**src/design/tlfs_pkg.sv**
```systemverilog
package tlfs_pkg;

  localparam int MaxProcs = 16;
  localparam int SlotW = $clog2(MaxProcs);
  localparam int CntW = SlotW + 1;
  localparam logic [7:0] QuantumReset = 8'd4;
  localparam logic [1:0] AddrQuantum = 2'd0;

  typedef logic [SlotW-1:0] slot_t;
  typedef logic [CntW-1:0] cnt_t;

  typedef enum logic {
    CMD_ARRIVE = 1'b0,
    CMD_TICK   = 1'b1
  } cmd_t;

  typedef struct packed {
    logic  start_arrive;
    logic  start_tick;
    logic  shift_step;
    slot_t shift_idx;
    logic  finish;
  } tlfs_cmd_t;

  typedef struct packed {
    logic  full;
    logic  walk_done;
    cnt_t  ins_pos;
    cnt_t  prio_count;
  } tlfs_stat_t;

  typedef struct packed {
    logic accepted;
    logic running_valid;
    logic [7:0] running_pid;
    logic running_from_rr;
    logic finished;
  } tlfs_res_t;

endpackage

```
**src/design/two_level_feedback_scheduler_top.sv**
```systemverilog
// Two-level scheduler: arrive beats (tdata command=0) insert a job into a
// priority-sorted queue, or are rejected when every slot is used; tick
// beats (command=1) run one scheduling step and report which job ran. Every
// input beat gives one output beat. A tick needs no busy states; an accepted
// arrival holds off the next accept through the sequential walk to the insertion
// point and the shift of the entries behind it. Time quantum at address 0.
module two_level_feedback_scheduler_top
  import tlfs_pkg::*;
(
  input  logic        clk,
  input  logic        rst,
  input  logic        s_tvalid,
  output logic        s_tready,
  input  logic [31:0] s_tdata,  // command, proc_id, burst_len, prio
  output logic        m_tvalid,
  input  logic        m_tready,
  output logic [15:0] m_tdata,  // accepted, running_valid, running_pid, running_from_rr, finished
  input  logic        psel,
  input  logic        penable,
  input  logic        pwrite,
  input  logic [1:0]  paddr,
  input  logic [31:0] pwdata,
  output logic [31:0] prdata,
  output logic        pready
);

  logic [7:0] time_quantum;
  tlfs_cmd_t  cmd;
  tlfs_stat_t stat;
  tlfs_res_t  res;
  logic       res_load;
  logic       res_free;

  assign pready = 1'b1;
  assign prdata = (paddr == AddrQuantum) ? {24'd0, time_quantum} : 32'd0;

  always_ff @(posedge clk) begin
    if (rst) begin
      time_quantum <= QuantumReset;
    end else if (psel && penable && pwrite && paddr == AddrQuantum) begin
      time_quantum <= pwdata[7:0];
    end
  end

  assign res_free = !m_tvalid || m_tready;

  always_ff @(posedge clk) begin
    if (rst) begin
      m_tvalid <= 1'b0;
    end else if (res_load) begin
      m_tvalid <= 1'b1;
    end else if (m_tready) begin
      m_tvalid <= 1'b0;
    end
  end

  always_ff @(posedge clk) begin
    if (res_load) begin
      m_tdata <= {4'd0, res.finished, res.running_from_rr, res.running_pid,
                  res.running_valid, res.accepted};
    end
  end

  tlfs_ctrl u_ctrl (
    .clk      (clk),
    .rst      (rst),
    .in_valid (s_tvalid),
    .in_cmd   (s_tdata[0]),
    .in_ready (s_tready),
    .stat     (stat),
    .cmd      (cmd),
    .res_load (res_load),
    .res_free (res_free)
  );

  tlfs_dp u_dp (
    .clk          (clk),
    .rst          (rst),
    .cmd          (cmd),
    .stat         (stat),
    .proc_id      (s_tdata[8:1]),
    .burst_len    (s_tdata[24:9]),
    .prio         (s_tdata[28:25]),
    .time_quantum (time_quantum),
    .res          (res)
  );

endmodule

```
**src/design/tlfs_ctrl.sv**
```systemverilog
module tlfs_ctrl
  import tlfs_pkg::*;
(
  input  logic       clk,
  input  logic       rst,
  input  logic       in_valid,
  input  logic       in_cmd,
  output logic       in_ready,
  input  tlfs_stat_t stat,
  output tlfs_cmd_t  cmd,
  output logic       res_load,
  input  logic       res_free
);

  typedef enum logic [1:0] {
    S_IDLE,
    S_SEARCH,
    S_SHIFT,
    S_DONE
  } state_t;

  state_t state;
  cnt_t   idx;

  assign in_ready = (state == S_IDLE) && res_free;

  always_comb begin
    cmd = '0;
    cmd.start_arrive = in_ready && in_valid && (in_cmd == CMD_ARRIVE);
    cmd.start_tick   = in_ready && in_valid && (in_cmd == CMD_TICK);
    cmd.shift_step   = (state == S_SHIFT);
    cmd.shift_idx    = idx[SlotW-1:0];
    cmd.finish       = (state == S_DONE);
  end

  assign res_load = (state == S_DONE) || cmd.start_tick ||
                    (cmd.start_arrive && stat.full);

  always_ff @(posedge clk) begin
    if (rst) begin
      state <= S_IDLE;
      idx   <= '0;
    end else begin
      unique case (state)
        S_IDLE: begin
          if (cmd.start_arrive && !stat.full) begin
            state <= S_SEARCH;
          end
        end
        S_SEARCH: begin
          if (stat.walk_done) begin
            idx   <= stat.prio_count;
            state <= S_SHIFT;
          end
        end
        S_SHIFT: begin
          if (idx == stat.ins_pos) begin
            state <= S_DONE;
          end else begin
            idx <= idx - cnt_t'(1);
          end
        end
        S_DONE: begin
          state <= S_IDLE;
        end
        default: state <= S_IDLE;
      endcase
    end
  end

`ifndef SYNTHESIS
  a_done_once: assert property (@(posedge clk) disable iff (rst)
    state == S_DONE |=> state == S_IDLE)
    else $error("done not single cycle");
  a_no_take_busy: assert property (@(posedge clk) disable iff (rst)
    state != S_IDLE |-> !in_ready)
    else $error("ready while busy");
  a_shift_bound: assert property (@(posedge clk) disable iff (rst)
    state == S_SHIFT |-> idx >= stat.ins_pos)
    else $error("shift index under position");
`endif

endmodule

```
**src/design/tlfs_dp.sv**
```systemverilog
module tlfs_dp
  import tlfs_pkg::*;
(
  input  logic        clk,
  input  logic        rst,
  input  tlfs_cmd_t   cmd,
  output tlfs_stat_t  stat,
  input  logic [7:0]  proc_id,
  input  logic [15:0] burst_len,
  input  logic [3:0]  prio,
  input  logic [7:0]  time_quantum,
  output tlfs_res_t   res
);

  logic [7:0]       slot_pid [MaxProcs];
  logic [15:0]      slot_rem [MaxProcs];
  logic [3:0]       slot_prio [MaxProcs];
  logic [MaxProcs-1:0] slot_used;
  slot_t            prio_order [MaxProcs];
  cnt_t             prio_count;
  slot_t            rr_ring [MaxProcs];
  slot_t            rr_head;
  cnt_t             rr_count;
  slot_t            cur_slot;
  logic             cpu_busy;
  logic             cur_level_rr;
  logic [7:0]       quantum_left;

  slot_t      new_slot;
  logic [3:0] new_prio;
  cnt_t       walk;
  logic       free_found;
  slot_t      free_slot;

  always_comb begin
    free_found = 1'b0;
    free_slot  = '0;
    for (int i = MaxProcs - 1; i >= 0; i--) begin
      if (!slot_used[i]) begin
        free_found = 1'b1;
        free_slot  = slot_t'(i);
      end
    end
  end

  logic walk_stop;
  assign walk_stop = (walk >= prio_count) ||
                     (slot_prio[prio_order[walk[SlotW-1:0]]] > new_prio);

  always_comb begin
    stat = '0;
    stat.full       = !free_found;
    stat.walk_done  = walk_stop;
    stat.ins_pos    = walk;
    stat.prio_count = prio_count;
  end

  // tick decision, combinational on current state
  logic  t_busy, t_rr, t_take_pq, t_take_rr, t_push_cur;
  slot_t t_cur;
  logic [7:0] t_q;

  always_comb begin
    t_busy = cpu_busy;
    t_rr   = cur_level_rr;
    t_cur  = cur_slot;
    t_q    = quantum_left;
    t_take_pq  = 1'b0;
    t_take_rr  = 1'b0;
    t_push_cur = 1'b0;
    if (!cpu_busy) begin
      if (prio_count != '0) begin
        t_take_pq = 1'b1;
      end else if (rr_count != '0) begin
        t_take_rr = 1'b1;
      end
    end else if (prio_count != '0) begin
      if (!cur_level_rr) begin
        if (slot_prio[prio_order[0]] < slot_prio[cur_slot]) begin
          t_push_cur = 1'b1;
          t_take_pq  = 1'b1;
        end
      end else begin
        t_push_cur = 1'b1;
        t_take_pq  = 1'b1;
      end
    end
    if (t_take_pq) begin
      t_busy = 1'b1;
      t_rr   = 1'b0;
      t_cur  = prio_order[0];
      t_q    = time_quantum;
    end else if (t_take_rr) begin
      t_busy = 1'b1;
      t_rr   = 1'b1;
      t_cur  = rr_ring[rr_head];
      t_q    = time_quantum;
    end
    if (t_busy && t_rr && t_q != 8'd0) begin
      t_q = t_q - 8'd1;
    end
  end

  logic t_fin, t_expire;
  assign t_fin    = t_busy && (slot_rem[t_cur] <= 16'd1);
  assign t_expire = t_busy && !t_fin && t_rr && (t_q == 8'd0);

  always_ff @(posedge clk) begin
    if (rst) begin
      slot_used    <= '0;
      prio_count   <= '0;
      rr_head      <= '0;
      rr_count     <= '0;
      cur_slot     <= '0;
      cpu_busy     <= 1'b0;
      cur_level_rr <= 1'b0;
      quantum_left <= QuantumReset;
      walk         <= '0;
    end else begin
      if (cmd.start_arrive && free_found) begin
        slot_used[free_slot] <= 1'b1;
        slot_pid[free_slot]  <= proc_id;
        slot_rem[free_slot]  <= burst_len;
        slot_prio[free_slot] <= prio;
        new_slot <= free_slot;
        new_prio <= prio;
        walk     <= '0;
      end else if (!walk_stop) begin
        walk <= walk + cnt_t'(1);
      end
      if (cmd.shift_step) begin
        if (cnt_t'(cmd.shift_idx) == walk) begin
          prio_order[cmd.shift_idx] <= new_slot;
        end else begin
          prio_order[cmd.shift_idx] <= prio_order[cmd.shift_idx - slot_t'(1)];
        end
      end
      if (cmd.finish) begin
        prio_count <= prio_count + cnt_t'(1);
      end
      if (cmd.start_tick) begin
        if (t_take_pq) begin
          for (int i = 1; i < MaxProcs; i++) begin
            prio_order[i-1] <= prio_order[i];
          end
          prio_count <= prio_count - cnt_t'(1);
        end
        if (t_take_rr) begin
          rr_head <= rr_head + slot_t'(1);
          if (t_expire) begin
            rr_ring[rr_head + rr_count[SlotW-1:0]] <= t_cur;
          end else begin
            rr_count <= rr_count - cnt_t'(1);
          end
        end else if (t_push_cur) begin
          rr_ring[rr_head + rr_count[SlotW-1:0]] <= cur_slot;
          rr_count <= rr_count + cnt_t'(1);
        end else if (t_expire) begin
          rr_ring[rr_head + rr_count[SlotW-1:0]] <= t_cur;
          rr_count <= rr_count + cnt_t'(1);
        end
        cur_slot <= t_cur;
        if (t_fin) begin
          slot_rem[t_cur]  <= '0;
          slot_used[t_cur] <= 1'b0;
          cpu_busy     <= 1'b0;
          cur_level_rr <= 1'b0;
          quantum_left <= time_quantum;
        end else begin
          if (t_busy) begin
            slot_rem[t_cur] <= slot_rem[t_cur] - 16'd1;
          end
          cpu_busy     <= t_busy && !t_expire;
          cur_level_rr <= t_rr && !t_expire;
          quantum_left <= t_q;
        end
      end
    end
  end

  always_comb begin
    res = '0;
    res.accepted = !(cmd.start_arrive && !free_found);
    if (cmd.start_tick && t_busy) begin
      res.running_valid   = 1'b1;
      res.running_pid     = slot_pid[t_cur];
      res.running_from_rr = t_rr;
      res.finished        = t_fin;
    end
  end

`ifndef SYNTHESIS
  a_rr_bound: assert property (@(posedge clk) disable iff (rst)
    rr_count <= cnt_t'(MaxProcs))
    else $error("rr overflow");
  a_pq_bound: assert property (@(posedge clk) disable iff (rst)
    prio_count <= cnt_t'(MaxProcs))
    else $error("pq overflow");
  a_fin_idle: assert property (@(posedge clk) disable iff (rst)
    cmd.start_tick && t_fin |=> !cpu_busy)
    else $error("busy after finish");
`endif

endmodule

```
**config.mk**
```make
export PLATFORM = sky130hd
export DESIGN_NAME = two_level_feedback_scheduler_top
export DESIGN_NICKNAME = d
export VERILOG_FILES = /design/src/design/tlfs_pkg.sv /design/src/design/two_level_feedback_scheduler_top.sv /design/src/design/tlfs_ctrl.sv /design/src/design/tlfs_dp.sv
export SDC_FILE = /design/constraint.sdc
export NUM_CORES = 1
export LEC_CHECK = 0
export ABC_AREA = 1
export BUFFER_PORTS_ARGS = -buffer_cell sky130_fd_sc_hd__buf_2
export CORE_AREA = 5 5 254 256
export CTS_CLUSTER_DIAMETER = 200
export CTS_CLUSTER_SIZE = 12
export DETAILED_ROUTE_END_ITERATION = 12
export DIE_AREA = 0 0 259 261
export HOLD_SLACK_MARGIN = 0.03
export PLACE_DENSITY_LB_ADDON = 0.05
export SLEW_MARGIN = 5
export SYNTH_ARGS = -nofsm -noshare
export SYNTH_HDL_FRONTEND = slang
export SYNTH_SLANG_ARGS = --single-unit
```
**constraint.sdc**
```tcl
create_clock -name clk -period 6.45 [get_ports clk]
set_clock_uncertainty 0.1 [all_clocks]
set_input_delay 1.935 -clock clk [delete_from_list [all_inputs] [get_ports clk]]
set_output_delay 1.935 -clock clk [all_outputs]
set_load 0.005 [all_outputs]
```
# --- After elaboration in Yosys (flattened, before gate mapping) ---
# Memories as Yosys holds them, arrays and structs flattened. A register that Yosys moved wholly into a read port is not among the register bits.
# Index checks and enable logic that the tools add are counted.
word_totals:
  ff_bits: 85
  output_inout_bits: 51
  mem_count: 5
  mem_bits_rw: 576
  latch_bits: 0
  in_bits: 73
  romBits: 0
  wordCells: 240
classes:
  add_sub_neg: 11
  reduce_logical: 46
  bitwise_logic: 9
  div: 0
  mul: 0
  mux: 134
  eq_ne: 10
  order_cmp: 8
  shifts: 0
mem_list:
  columns: ["memory", "depth", "width", "rd", "rd_ports_with_merged_regs", "wr", "line", "rtl"]
  rows:
  - ["u_dp.slot_rem", 16, 16, 1, 0, 1, "tlfs_dp.sv:16", "logic [15:0] slot_rem [MaxProcs];"]
  - ["u_dp.slot_pid", 16, 8, 1, 0, 1, "tlfs_dp.sv:15", "logic [7:0] slot_pid [MaxProcs];"]
  - ["u_dp.prio_order", 16, 4, 18, 1, 15, "tlfs_dp.sv:19", "slot_t prio_order [MaxProcs];"]
  - ["u_dp.rr_ring", 16, 4, 1, 1, 1, "tlfs_dp.sv:21", "slot_t rr_ring [MaxProcs];"]
  - ["u_dp.slot_prio", 16, 4, 3, 1, 1, "tlfs_dp.sv:17", "logic [3:0] slot_prio [MaxProcs];"]
op_table:
  columns: ["op", "count"]
  rows:
  - ["$mux W4", 30]
  - ["$mux W16", 6]
  - ["$mux W1", 76]
  - ["$mux W5", 9]
  - ["$mux W8", 5]
  - ["$logic_and A1 B1 Y1", 20]
  - ["$and A16 B16 Y16", 1]
  - ["$le A16 B1 Y1 const B", 1]
  - ["$not A16 Y16", 1]
  - ["$or A16 B16 Y16", 1]
  - ["$reduce_or A16 Y1", 1]
  - ["$sub A16 B1 Y16 const B", 1]
  - ["$add A5 B1 Y5 const B", 3]
  - ["$sub A5 B1 Y5 const B", 3]
  - ["$mux W11", 1]
  - ["$lt A4 B5 Y1 const B", 2]
  - ["$pmux W5 S2", 1]
  - ["$reduce_bool A5 Y1", 2]
  - ["$reduce_and A3 Y1", 3]
  - ["$demux W1 S4", 2]
  - ["$ge A4 B1 Y1 const B", 2]
  - ["$logic_not A8 Y1", 1]
  - ["$pmux W2 S4", 1]
  - ["$reduce_bool A8 Y1", 1]
  - ["other kinds (24)", 44]

# --- Logic depth before layout (Yosys ltp) ---
# Gate-level depths: netlist of the first run.
depth:
  depth_word: 26
  mapped_depth: 40
  mapped_depth_nobuf: 36

# --- Hierarchy ---
# Synthesis of the first run repeated with hierarchy kept, for this count alone.
unflattened:
  cells_unflattened: 4008
  area_unflattened_um2: 35419.0
by_module_without_submodules:
  columns: ["module", "seq_area_each_um2", "cells_per_inst", "area_each_um2", "instances"]
  rows:
  - ["tlfs_dp", 18758.0, 3769, 33639.8, 1]
  - ["two_level_feedback_scheduler_top", 540.5, 120, 1083.5, 1]
  - ["tlfs_ctrl", 140.1, 119, 695.7, 1]

# --- Worst setup path after synthesis of the first run ---
# OpenSTA, ideal clock, no wires.
synth_path:
  kind: "reg2reg"
  startpoint: "memory u_dp.prio_order[0][1] (netlist bit)"
  endpoint: "memory u_dp.slot_rem[0][3] (data pin)"
  setup_ns: 0.330
  stages_incl_launch_ff: 35
  required_time_ns: 6.020
  setup_slack_ns: 1.249
  period_less_slack_ns: 5.201
  n_path_buf: 5
  arrival_ns: 4.771
  cell_sequence: "edfxtp_1 -> inv_2 -> buf_2 -> buf_1 -> a21oi_1 -> o21ai_0 -> nand3_1 -> nand3_1 -> nand2_1 -> ha_1 -> a21oi_1 -> nand2_2 -> nand3_4 -> nand2_8 -> o21ai_2 -> inv_2 -> buf_2 -> buf_4 -> nor2_2 -> buf_2 -> a22oi_1 -> nand2_1 -> nand2_1 -> nand4_2 -> inv_1 -> ha_1 -> nand2_1 -> nor2_2 -> nand2_1 -> nand2_1 -> nand2_4 -> inv_2 -> nor2_4 -> inv_2 -> o21ai_0"
synth_lines:
  columns: ["item", "line"]
  rows:
  - ["start: declaration", "tlfs_dp.sv:19"]
  - ["end: declaration", "tlfs_dp.sv:16"]

==> summary by stage, run 1 <==
Die
The die is 259 um wide. The die boundary height is 261 um. The area of the core is roughly 62000 um^2. During I/O placement, the number of pins put on the boundary was approximately 120.

After floorplanning, the core was divided into slightly above 90 placement rows. The initial utilization of the core area, before any placement, comes to 0.513. The floorplan step defined a die boundary enclosing 67600 um^2.

Clock network
The later pin in the worst-skew pair is clocked with a latency of 0.62 ns. CTS saw 673 sinks. The post-CTS setup repair buffer count is 0. The post-CTS clock slew at the launch and capture registers of the worst setup and hold paths is ~0.06 ns. The hold buffer count at CTS is 0. CTS placed an instance of clkbuf_16 at the clock tree root. Once the clock tree was built, the resizer swapped 0 gates to a different size. The maximum clock path buffer count is 3. TritonCTS created 66 clock buffers. The number of H-tree branching levels is 3. TritonCTS built the clock tree.

Power
The share of total power dissipated in sequential elements is 0.346. The power share of the clock group is 0.241. The highest ir drop seen on vdd is around 0.24 mV.

Of the total power, combinational logic draws 0.414. Power spread over the standard cell area amounts to 422 nW/um^2. The leakage power summed over all cells is 13.8 nW. The analysis attributes to net switching a power of ~6.1 mW. Of the total power, the share spent switching nets is 0.406. Cell internal power was estimated by the tool at a little under 9 mW.

Finish
Relative to the synthesized area, the layout overhead comes to 11.1%. The repair_antennas step left the layout with diodes totalling 0. The final-stage net count is around 3500. In the final layout, the multi-input gates occupy 10600 um^2. In the final layout, the share of cells above drive strength 1 is 0.106. The storage element area is 19400 um^2. The fill cell instance count of the final layout is 5418.

Timing
The count of final setup violators is 0. Setup repair after global routing left no endpoint under its margin. The final count of hold timing violations is 0. Once routing completed, OpenROAD measured the worst setup slack at 0.447 ns. The highest clock frequency the design can meet is 0.167 GHz.

Headroom to the max-slew limit came out at 0.197. The worst-case hold slack is 0.364 ns. At the pin with the least slew margin, the transition time is 1.20 ns. The number of slew-limit violations in the final report is 0. The post-route fraction of the period consumed by the critical path is 0.931. The final-layout setup total negative slack is 0 ns.

The routed design could run at a clock period as short as 6.00 ns.

Detailed routing
The via-per-instance ratio is around 5.6. For this run, design rule violations remaining after detail routing come to 0. The violation count after the first detailed-routing iteration is between 2000 and 2500. The iteration count of the initial detailed-routing pass is 6. The overall via count from detail_route is 24000. Once detail routing completed, the nets flagged for antenna violations numbered 0. Summed over all layers, the routed wires come to ~90 mm.

In the final routed layout, each cell accounts on average for 20.5 um.

Worst setup path
Along the worst path, the maximum fanout reaches 16. The cell with the biggest individual delay on the critical path is o21ai_1. The critical path capture point type is a flop.

The arrival time of the worst setup path is 6.16 ns. The required time of the critical path is 6.61 ns. The critical setup path kind is reg -> reg.

The worst path buffer plus inverter count is 6. The largest stage delay on the critical path is 0.82 ns. The worst setup path is launched from a flop. The cell that appears most often on the critical path is nand2_1. The kind of cell with the highest combined delay along the critical path is simple AND/OR/NAND/NOR gates.

Global route
The first-pass GRT wire length is 134 mm. The all-layer global routing usage is 0.254. The overall overflow remaining after global route is 0.

Entering global routing, the biggest net connects 55 pins. The via count of the first global-routing pass is 23200. The number of antenna violations at the first check in global routing is 0.

Synthesis
The synthesized area per cell is between 9 and 10 um^2. Among all flip-flop cells after synthesis, the most frequent one is edfxtp_1. Counting flops with an async set or reset pin after synthesis yields a share of 0. The post-synthesis register bit count is approximately 670. The number of enable flip-flop cells after synthesis is 596.

The sequential share of the synthesized area is 0.609. The number of distinct standard cells referenced by the synthesized netlist is 54. The number of warnings issued by yosys is 0.

The synthesized netlist occupies a cell area of 31900 um^2. Synthesis produced a netlist whose cell count is 3275.

Placement
Detailed placement ended at an HPWL of between 50 and 60 mm. Port buffering added 67 buffers. The final weighted congestion of routability-driven global placement is just under 0.9.

At the placement stage, the worst setup path has a slack of 0.548 ns.

Run status
The run finished with clean final reports.

Worst hold path
The worst hold path belongs to the class reg -> reg.

Flow run
The tool flagged a number of max-cap violations equal to 0.
[synth_stat cells (3+ instances only)]
library cell  number  share of area
a21oi_1          187          0.029
nor2_1           161          0.019
ha_1              34          0.013
a22oi_1           72          0.017
xnor2_1           12         0.0033
o21ai_1           30         0.0047
o221ai_1           6         0.0016
o21ai_2            4         0.0011
a21boi_0           3        0.00071
nand3_4            3         0.0016
nor2_4             6         0.0021
o211ai_1          29         0.0068
o21ai_0          283          0.044
nand3b_1           8         0.0019
inv_1            254          0.030
clkinv_1           8        0.00094
nor4_1             3        0.00059
nor3_1            17         0.0027
nor2_2            13         0.0025
a41oi_1            8         0.0022
nand2_1          911           0.11
inv_2             20         0.0024
mux2i_1           16         0.0050
o21ai_4            3         0.0015
nand4_1           12         0.0024
nand3_2            7         0.0022
nand2_4            3         0.0011
buf_6              5         0.0018
clkbuf_1          86          0.010
edfxtp_1         596           0.56
nand3_1          237          0.037
a31oi_1           11         0.0022
or2_2              3        0.00059
buf_1             12         0.0014
nand2_2            5        0.00098
dfxtp_1           77          0.048
buf_4             42         0.0099
buf_2             44         0.0069
xor2_1            20         0.0055
[cell usage in the layout (no fill, tap or decap), types with 4 or more instances in the layout]
| cell type | count |
|---|---|
| clkinv_1 | 8 |
| clkbuf_16 | 67 |
| xnor2_1 | 12 |
| nor2_2 | 30 |
| nand2_4 | 4 |
| o211ai_1 | 29 |
| nand3b_1 | 8 |
| nor2_1 | 144 |
| nand3_1 | 237 |
| inv_2 | 20 |
| buf_4 | 123 |
| nand3_2 | 7 |
| dfxtp_1 | 76 |
| mux2i_1 | 16 |
| edfxtp_1 | 596 |
| nand2_2 | 5 |
| nor2_4 | 6 |
| o21ai_0 | 281 |
| inv_1 | 254 |
| conb_1 | 29 |
| nand4_1 | 12 |
| nor3_1 | 17 |
| xor2_1 | 20 |
| buf_12 | 4 |
| nand2_1 | 910 |
| a21oi_1 | 187 |
| clkbuf_1 | 33 |
| a31oi_1 | 11 |
| o21ai_4 | 4 |
| ha_1 | 34 |
| a22oi_1 | 72 |
| a41oi_1 | 8 |
| o21ai_1 | 32 |
| buf_2 | 67 |
| o221ai_1 | 6 |
[layout make-up]
class | count | area share
Clock buffer | 100 | 0.0508
Clock inverter | 7 | 0.00367
Inverter | 284 | 0.0302
Multi-Input combinational cell | 2156 | 0.300
Sequential cell | 673 | 0.548
Tap cell | 846 | 0.0299
Timing Repair Buffer | 194 | 0.0378
[worst paths after layout]
kind	from	to	slack, ns	depth (start not counted)
worst max-delay path	flop	u_dp.slot_rem[6][13]$_DFFE_PP_	0.45	31
worst min register to register	u_dp.quantum_left[1]$_SDFFE_PP0P_	u_dp.quantum_left[1]$_SDFFE_PP0P_	0.36	2
worst max register to register	flop	u_dp.slot_rem[6][13]$_DFFE_PP_	0.45	31
worst min-delay path	u_dp.quantum_left[1]$_SDFFE_PP0P_	u_dp.quantum_left[1]$_SDFFE_PP0P_	0.36	2
[state kept, by name (all words and copies together) (netlist names), named ones only]
| signal | cells |
|---|---|
| u_dp.cur_level_rr | 1 |
| u_dp.new_prio | 4 |
| u_dp.walk | 5 |
| u_ctrl.idx | 5 |
| u_dp.slot_pid | 128 |
| u_dp.slot_rem | 256 |
| u_dp.rr_count | 5 |
| m_tdata | 12 |
| u_dp.slot_used | 16 |
| u_ctrl.state | 2 |
| u_dp.cpu_busy | 1 |
| time_quantum | 8 |
| u_dp.slot_prio | 64 |
| u_dp.new_slot | 4 |
| u_dp.cur_slot | 4 |
| u_dp.quantum_left | 8 |
| m_tvalid | 1 |
| u_dp.rr_head | 4 |
| u_dp.prio_order | 64 |
| u_dp.prio_count | 5 |
| u_dp.rr_ring | 64 |
[through the flow]
step,std cells,power [mW],instance area (um^2),utilization
after detailed placement,4153,11.4,33500,0.538
after global routing,4260,15.9,35500,0.569
after global placement,4153,11.3,33500,0.538
after floorplan,3302,9.47,32000,-
after CTS,4260,15.0,35500,0.569
final,4260,15.0,35500,0.569
[cells by family after synthesis]
kind of cell             count (synthesis)  share of synthesized area
AO/OA/AOI/OAI                          648                      0.114
XOR/XNOR                                32                    0.00878
adder cells (fa/ha/maj)                 36                     0.0146
buffers and inverters                  473                     0.0636
flip-flops                             673                      0.609
multiplexers                            16                    0.00502
other                                    2                   0.000235
AND/OR/NAND/NOR                       1395                      0.185
[power groups by stage]
stage	clock network (mW)	logic, mW	registers (mW)
after floorplan	0	4.28	5.19
after global placement	0	6.05	5.26
after detailed placement	0	6.14	5.26
after CTS	3.68	6.17	5.17
after global routing	3.85	6.87	5.19
final	3.61	6.19	5.17
[worst register-to-register path, delay by kind of cell (launching register included)]
kind | cells | cell delay, ns
compound gates | 6 | 1.79
simple gates | 17 | 2.05
buf+inv | 6 | 0.81
fa+ha+maj | 2 | 0.52
flops | 1 | 0.38
[per-layer routing]
layer,part of all wire,global-route usage,routed length (um)
met5,0,0,0
met4,0.029,0.0795,2550
met3,0.062,0.0367,5390
met2,0.47,0.415,41400
met1,0.44,0.355,38200
No activity file was read; power rests on OpenSTA's default activity.
==> run 2, diff against run 1 <==
- CORE_AREA: 5 5 254 256 -> 5 5 237 239
- DIE_AREA: 0 0 259 261 -> 0 0 242 244
- clock period: 6.45 -> 5.7 ns (I/O delays scaled with it)
==> run 2 against run 1 <==
Against the previous run: non-clock buffer count is 21 higher; critical path depth is 1 lower; setup slack worse by 0.12 ns; clock-buffer cell count is 7 lower; combinational power is 16% higher; wire length is 2.5% lower; final area is 0.40% higher; sequential share of layout area is 0.22 points lower; die area is 13% lower; via count is 1.6% higher; fmax is 12% higher; largest power group unchanged; highest routed layer unchanged.
==> summary by stage, run 2 (synthesized netlist as in run 1, its figures left out) <==
Run status
The flow ran to the end, and the final reports show no timing, DRC or antenna violations.

Worst hold path
The startpoint identified for the worst hold timing path is u_dp.quantum_left[3]$_SDFFE_PP0P_. For hold timing, the worst endpoint is u_dp.quantum_left[3]$_SDFFE_PP0P_. In this run the worst hold path is classified as reg -> reg. The hold-critical path depth is 2.

Die
The die boundary height is 244 um. After floorplanning, the core was sized to cover 53600 um^2. For this configuration, the core starts out at a cell density of 0.596. The area enclosed by the die boundary is around 60000 um^2. The width of the die is 242 um. The site row count is 85. For this design the top-level I/O count stands at ~120.

Clock network
The clock passes through at most 3 buffers. After clock tree synthesis, the clock-pin slew on the worst setup and hold paths is 0.06 ns. The later-pin clock latency in the skew report is ~0.6 ns. The TritonCTS buffer count is 66. The hold buffer count at CTS is 0. CTS placed an instance of clkbuf_16 at the clock tree root. The number of H-tree branching levels is 3. The clock net sink count is 673. The clock tree from TritonCTS is yes.

Flow run
The count of maximum capacitance violations is 0.

Finish
Leaving out fill and tap cells, the most frequent cell in the layout is nand2_1. The top cell types in the final layout, fill and taps aside, are nand2_1, edfxtp_1, o21ai_0, inv_1, nand3_1. u_dp.slot_rem holds more flip-flops than any other register. Relative to the synthesized area, the layout overhead comes to 11.5%. In the final layout, the registers with the most flip-flops are u_dp.slot_rem x256, u_dp.slot_pid x128. Summing all flip-flop and latch instances after layout gives slightly below 20000 um^2. Fill cells in the final layout number 4206.

In the final layout, the multi-input gates occupy about 11000 um^2. The register with the most flip-flops in the layout has 256 of them. The final layout contains 3505 nets. The layout cell share with drive strength beyond 1 is 0.118. The antenna diode count is 0.

Placement
The number of input and output port buffers inserted is 67. At the end of routability-driven placement, the weighted congestion stood at 0.898. The HPWL after detailed placement is 54.0 mm.

Timing
The worst slew slack as a fraction of its limit is 0.250. The number of slew-limit violations in the final report was 0. The clock period could shrink to about 5.4 ns.

Setup violations remaining at the end of the flow were counted as 0. The final count of hold timing violations is 0. The highest clock frequency the design can meet is 0.186 GHz. Of the available clock period, the critical path in the final layout requires 0.943.

At the pin with the least slew margin, the transition time is about 1.1 ns. After routing, the total negative slack on setup checks comes to 0 ns. The worst-case hold slack is 0.365 ns.

Worst setup path
The arrival time of the worst setup path is 5.54 ns. In this run the critical register-to-register path is captured at u_dp.rr_ring[12][2]$_DFFE_PP_. In this run the register-to-register setup slack is 0.32 ns. The worst path buffer plus inverter count is 4. The number of cells on the worst reg-to-reg path is 30. In this design, the stage delay of the slowest critical-path cell is between 0.4 and 0.5 ns.

Of all nets on the critical path, the largest fanout is 27. The cell family contributing the most delay on the critical path is simple AND/OR/NAND/NOR gates. At the worst endpoint, the required time is 5.87 ns. The critical setup path kind is reg -> reg. The cell with the biggest individual delay on the critical path is edfxtp_1.

The sort of element at the start of the critical path is a flop. The startpoint identified for the worst register-to-register timing path is u_dp.prio_order[0][0]$_DFFE_PP_. The worst setup path is captured at a flop.

The cell that appears most often on the critical path is nand2_1.

Detailed routing
The count of nets left with antenna violations after detail routing is 0. The via-per-instance ratio is about 5.9. The iteration count of the initial detailed-routing pass is 7.

The routed layout has 24400 vias. The average wire per standard cell is around 21 um. In this run, the number of DRC markers left after iteration 0 of detailed routing was 2489.

In the routed design, unresolved DRC markers number 0. The overall routed net length is between 80 and 90 mm.

Global route
The overall overflow remaining after global route is 0. The all-layer global routing usage is 0.281. The number of antenna violations at the first check in global routing is 0. The via count of the first global-routing pass was between 20000 and 25000. The first-pass GRT wire length is 132 mm.

The pin count of the biggest net entering global routing is 58.

Power
The highest ir drop seen on vdd is 0.327 mV. In this run the static leakage power is 13.9 nW. For this design the ratio of total power to cell area is 478 nW/um^2.
## run 2: cell count changes in the layout (fill, tap and decap cells not counted), sizes merged
| cell | before | now |
|---|---|---|
| buf | 194 | 215 |
| clkbuf | 100 | 93 |
| inv | 279 | 280 |
| clkinv | 12 | 9 |
## run 2: per-stage QoR
step	instance area [um^2]	worst slack (ns)	util	power (mW)	instances
2_1_floorplan	32000	0.499	-	10.7	3302
3_3_place_gp	33600	0.146	0.627	12.8	4022
3_5_place_dp	33600	-0.0118	0.627	13.0	4022
4_1_cts	35500	0.0545	0.663	17.0	4120
5_1_grt	35600	-0.00784	0.664	18.0	4122
6_report	35600	0.323	0.664	17.0	4122
## run 2: timing repair
item,4_1_cts,5_1_grt
setup buffers,0,2
pin swaps,0,1
setup endpoints to repair,61,203
resized for setup,4,25
endpoints found under the hold margin,0,0
## run 2: worst max-delay path by stage
stage / cells after the start / from / end
3_3_place_gp: 29 / u_dp.prio_order[0][0]$_DFFE_PP_ / u_dp.slot_rem[1][6]$_DFFE_PP_
6_report: 30 / u_dp.prio_order[0][0]$_DFFE_PP_ / u_dp.rr_ring[12][2]$_DFFE_PP_
2_1_floorplan: 34 / u_dp.prio_order[0][1]$_DFFE_PP_ / u_dp.slot_rem[0][3]$_DFFE_PP_
5_1_grt: 30 / u_dp.prio_order[0][0]$_DFFE_PP_ / u_dp.rr_ring[12][1]$_DFFE_PP_
3_5_place_dp: 29 / u_dp.prio_order[0][0]$_DFFE_PP_ / u_dp.slot_rem[1][6]$_DFFE_PP_
4_1_cts: 30 / u_dp.prio_order[0][1]$_DFFE_PP_ / u_dp.rr_ring[11][2]$_DFFE_PP_
## run 2: area by class of cell
cell class / instances / share of cell area
sequential: 673 / 0.546
multi-input combinational: 2156 / 0.301
clock buffer: 93 / 0.0504
timing repair buffer: 215 / 0.0460
inverter: 284 / 0.0303
tap: 696 / 0.0245
clock inverter: 5 / 0.00214
## run 2: routing by layer
layer	share of wire	vias to the layer above	routed length, um	track usage
li1	-	11400	-	-
met1	0.41	11600	35200	0.382
met2	0.47	1118	40300	0.463
met3	0.082	220	7010	0.0471
met4	0.033	0	2800	0.103
met5	0	-	0	0
## run 2: worst reg2reg max path, delay by kind of cell, from the launching register on
| kind | cells | cell delay (ns) |
|---|---|---|
| AO/OA/AOI/OAI | 6 | 1.09 |
| buffers and inverters | 4 | 0.65 |
| AND/OR/NAND/NOR | 18 | 2.22 |
| flip-flops | 1 | 0.46 |
| adder cells (fa/ha/maj) | 2 | 0.51 |
## run 2: where the power goes
group          leakage (nW)  total, mW  internal (mW)  switching (mW)
sequential             6.00       5.85           5.71           0.144
clock                 0.905       4.01           2.20            1.81
combinational          6.97       7.17           2.26            4.91
total                  13.9       17.0           10.2            6.87
